--- src/design/lfsrsc_pkg.sv ---
// ----------------------------------------------------------------------------
// lfsrsc_pkg: shared types and constants for the lfsr seed cover counter
// Sequencer states, controller command and datapath status groups, field widths.
// ----------------------------------------------------------------------------
package lfsrsc_pkg;

	// fixed field widths
	localparam int TAP_W            = 16;
	localparam int COUNT_W          = 17;
	localparam int MAX_TAP_BITS_DEF = 16;

	// sequencer states
	typedef enum logic [2:0] {
		ST_IDLE,
		ST_LOAD,
		ST_CLEAR,
		ST_SCAN,
		ST_WALK_RD,
		ST_WALK_CHK,
		ST_DONE
	} state_t;

	// controller to datapath commands
	typedef struct packed {
		logic load;        // capture the tap mask
		logic setup;       // derive masks, init counters
		logic clr;         // clear one map entry
		logic scan_step;   // stream one scan read
		logic scan_stop;   // drop the scan read in flight
		logic start_walk;  // start a walk at the found state
		logic walk_rd;     // read the visited bit of the walk state
		logic walk_mark;   // mark the walk state and step the register
		logic emit;        // load the result register
	} cmd_t;

	// datapath to controller status
	typedef struct packed {
		logic tap_zero;     // empty mask
		logic ptr_last;     // clear pointer on the last state
		logic all_covered;  // every state visited
		logic found;        // scan hit an unvisited state
		logic visited;      // walk state already marked
		logic out_free;     // result register can take a new value
	} status_t;

endpackage

--- src/design/lfsrsc_ctrl.sv ---
// ----------------------------------------------------------------------------
// lfsrsc_ctrl: sequencer for the seed cover counter
// Steps through load, map clear, scan for unvisited states, walks and result.
// ----------------------------------------------------------------------------
module lfsrsc_ctrl (
	input  logic                clk,
	input  logic                arst_n,
	input  logic                in_valid,
	output logic                in_stall,
	input  lfsrsc_pkg::status_t sts,
	output lfsrsc_pkg::cmd_t    cmd
);

	lfsrsc_pkg::state_t state_q, state_d;

	// state register
	always_ff @(posedge clk or negedge arst_n) begin
		if (!arst_n) begin
			state_q <= lfsrsc_pkg::ST_IDLE;
		end else begin
			state_q <= state_d;
		end
	end

	// next state and commands
	always_comb begin
		state_d  = state_q;
		cmd      = '0;
		in_stall = 1'b1;
		case (state_q)
			lfsrsc_pkg::ST_IDLE: begin
				in_stall = 1'b0;
				if (in_valid) begin
					cmd.load = 1'b1;
					state_d  = lfsrsc_pkg::ST_LOAD;
				end
			end
			lfsrsc_pkg::ST_LOAD: begin
				cmd.setup = 1'b1;
				state_d   = sts.tap_zero ? lfsrsc_pkg::ST_DONE : lfsrsc_pkg::ST_CLEAR;
			end
			lfsrsc_pkg::ST_CLEAR: begin
				cmd.clr = 1'b1;
				if (sts.ptr_last) begin
					state_d = lfsrsc_pkg::ST_SCAN;
				end
			end
			lfsrsc_pkg::ST_SCAN: begin
				if (sts.all_covered) begin
					cmd.scan_stop = 1'b1;
					state_d       = lfsrsc_pkg::ST_DONE;
				end else if (sts.found) begin
					cmd.start_walk = 1'b1;
					state_d        = lfsrsc_pkg::ST_WALK_RD;
				end else begin
					cmd.scan_step = 1'b1;
				end
			end
			lfsrsc_pkg::ST_WALK_RD: begin
				cmd.walk_rd = 1'b1;
				state_d     = lfsrsc_pkg::ST_WALK_CHK;
			end
			lfsrsc_pkg::ST_WALK_CHK: begin
				if (sts.visited) begin
					state_d = lfsrsc_pkg::ST_SCAN;
				end else begin
					cmd.walk_mark = 1'b1;
					state_d       = lfsrsc_pkg::ST_WALK_RD;
				end
			end
			lfsrsc_pkg::ST_DONE: begin
				if (sts.out_free) begin
					cmd.emit = 1'b1;
					state_d  = lfsrsc_pkg::ST_IDLE;
				end
			end
			default: begin
				state_d = lfsrsc_pkg::ST_IDLE;
			end
		endcase
	end

endmodule

--- config.mk ---
export PLATFORM = sky130hd
export DESIGN_NAME = lfsrsc_ctrl
export DESIGN_NICKNAME = d
export VERILOG_FILES = /design/src/design/lfsrsc_pkg.sv /design/src/design/lfsrsc_ctrl.sv
export SDC_FILE = /design/constraint.sdc
export NUM_CORES = 1
export LEC_CHECK = 0
export ABC_AREA = 1
export BUFFER_PORTS_ARGS = -buffer_cell sky130_fd_sc_hd__buf_4
export CORE_AREA = 4 4 41 43
export CTS_CLUSTER_DIAMETER = 150
export CTS_CLUSTER_SIZE = 40
export DETAILED_ROUTE_END_ITERATION = 16
export DIE_AREA = 0 0 45 47
export GPL_TIMING_DRIVEN = 0
export PLACE_DENSITY_LB_ADDON = 0.25
export SLEW_MARGIN = 40
export SYNTH_ARGS = -nofsm -noshare
export SYNTH_HDL_FRONTEND = slang
export SYNTH_SLANG_ARGS = --single-unit
--- constraint.sdc ---
create_clock -name clk -period 2.14 [get_ports clk]
set_input_delay 0.535 -clock clk [delete_from_list [all_inputs] [get_ports clk]]
set_output_delay 0.535 -clock clk [all_outputs]
set_load 0.01 [all_outputs]
==> summary.txt <==
Status: completed
Hold Path Class: in2async
Slew @ Worst Pin: 0.2550 ns
Final setup fails: 0
Final hold violation count: 0
Comb power frac: 0.640
CP max stage cell: dfrtp_1
PD cells: 1225 mW/mm^2
Internal power of the cells: 317.5 uW
Max reg flops: 3
DRC errors left: 0
Post-synth EDFFs: 0
Post-synth top cells: 16 x nand2_1, 9 x inv_1, 8 x nor2_1
Setup TNS: 0 ns
Clk pwr share: 0.161
Biggest registers after layout: state_q x3
Core Area: 0.001301 mm^2
Largest Register: state_q
Synthesized Nets: 64
Reg2reg setup slack: 0.99 ns
Register area share after synthesis: 0.2459
CTS Hold Bufs: 0
Synth Flop Type: dfrtp_1
Mapped Cells: 55
Detailed Route WL: 765 um
Synth Register Bits: 3
CTS root buffer: clkbuf_4
Num ports: 19
Tmin final: 1.773 ns
CP max FO: 10
Filler instances: 159
Worst Clk Skew: 0.003860 ns
CP required: 1.60 ns
DR iter-0 viols: 2
Starting Density: 0.2346
Critical path type: reg2out
Cts bufs inserted: 3
Drt wl/cell: 8.315 um
Clock sink count: 3
Startpoint types: register
Final-report max-slew violation count: 0
Final Non-Filler Cells: 92
Worst relative slew slack: 0.8284
Die height: 47 um
Unrepaired setup endpoints after global routing: no
Yosys top cell area share: 0.2459
Leak: 0.0003071 uW
Max clock buf depth: 2
# resized after CTS: 0
ANT cells: 0
DP Wirelength: 669.7 um
Sequential power share: 0.199
Synth warnings: 0
Avg Cell Area, Syn: 5.551 um^2
Nets@finish: 87
CP max stage delay: 0.35 ns
Syn Std Cell Area: 305.3 um^2
Latest clock arrival within the worst-skew pair: 0.23 ns
RR Startpoint: state_q[1]$_DFFE_PN0P_
Synth area leaders: dfrtp_1 25%, nand2_1 20%, inv_1 11%, nor2_1 9.8%, nand3_1 8.2%
CTS H-tree depth: 1
Pre-Repair DR Iteration Count: 2
Die area: 0.002115 mm^2
Die width: 45 um
Count leader, synth: nand2_1
Vias in the first global route: 344
Via count: 391
Unique masters post-synth: 13
Switch share: 0.4660
P&R area growth vs syn: 59.02%
Fmax: 0.5639 GHz
Max-cap violations: 0
Reg2Reg Depth: 8
Placed cell count: 88
Cell taking the most area after synthesis: dfrtp_1
Design Area, Final: 485.5 um^2
Peak VDD IR: 0.3010 mV
Vias per cell: 4.250
Global-route wire length before repair: 1.304 mm
Largest net degree at the start of global routing: 11
Final global-route overflow total: 0
Setup crit end: cmd[8]
Buffers on Ports: 18
Row cnt: 13
RR Endpoint: state_q[0]$_DFFE_PN0P_
NetSw: 277.1 uW
WP data arrival: 1.24 ns
CP endpoint kind: output pin
ANT nets after route: 0
CP startpoint: state_q[1]$_DFFE_PN0P_
Worst-path clk slew: 0.04 ns
Initial antenna violation count: 0
Fin crit share: 0.8286
TritonCTS clock tree: built
Total GRT Usage: 0.07984
Cell Chain, Critical Path: buf_4, nor2_1, nand2_1, nor2_1, buf_4
Post-DP Area: 459.2 um^2
GPL Wtd Cong: 0.7394
Share of cells above drive strength 1: 0.3766
Ys async rst share: 1.000
Setup Buffers After CTS: 0
-- routing by layer --
metal	track usage	routed length (um)
met5	0	0
met2	0.1441	383
met1	0.09795	335
met4	0.01754	0
met3	0.01533	46
-- how the worst min path moves through the flow --
| stage | from | endpoint | cells after the start |
|---|---|---|---|
| 6_report | arst_n | state_q[2]$_DFFE_PN0P_ | 1 |
| 5_1_grt | arst_n | state_q[0]$_DFFE_PN0P_ | 1 |
| 4_1_cts | arst_n | state_q[1]$_DFFE_PN0P_ | 1 |
| 3_5_place_dp | arst_n | state_q[0]$_DFFE_PN0P_ | 1 |
| 3_3_place_gp | arst_n | state_q[0]$_DFFE_PN0P_ | 1 |
| 2_1_floorplan | arst_n | state_q[0]$_DFFE_PN0P_ | 0 |
-- critical path, delay by kind of cell, from the launching register on --
kind          cells  cell delay [ns]
simple gates      3             0.37
buf+inv           2             0.28
flops             1             0.35
-- layout by cell type, fill, tap and decap left out, drive strengths merged --
cell type	Yosys	routed
nand3	5	5
buf	1	19
nand2	18	18
dfrtp	3	3
o21ai	4	4
clkbuf	0	4
nor3	2	2
nor2	10	10
inv	11	11
nor4	1	1
-- metrics by stage --
stage,util,hold slack (ns),power (uW),setup slack (ns)
2_1_floorplan,-,0.2394,366.3,0.6256
3_3_place_gp,0.3529,0.3248,504.7,0.5133
3_5_place_dp,0.3529,0.3253,504.7,0.4829
4_1_cts,0.3731,0.08418,604.1,0.3570
5_1_grt,0.3731,0.08243,661.4,0.2314
6_report,0.3731,0.08461,594.7,0.3667
-- cells by family after synthesis --
| kind of cell | after synthesis | share of synthesized area |
|---|---|---|
| and+or+nand+nor | 36 | 0.5287 |
| buffers and inverters | 12 | 0.1598 |
| DFF | 3 | 0.2459 |
| AOI/OAI and AO/OA | 4 | 0.06558 |
-- cell type report --
type	count	area (um^2)	share of cell area
clock buffer	4	26.28	0.05412
multi-input combinational	40	181.4	0.3737
inverter	11	41.29	0.08505
tap	15	18.77	0.03866
buffer	1	7.507	0.01546
timing repair buffer	18	135.1	0.2784
sequential	3	75.07	0.1546
-- power by group through the flow --
stage                     combinational (uW)  clock [uW]  sequential, uW
final                                    380        96.0             118
after global routing                     435         104             123
after CTS                                388        98.1             118
after detailed placement                 386           0             118
after global placement                   386           0             118
after floorplan                          255           0             111
No activity file was read; power rests on OpenSTA's default activity.
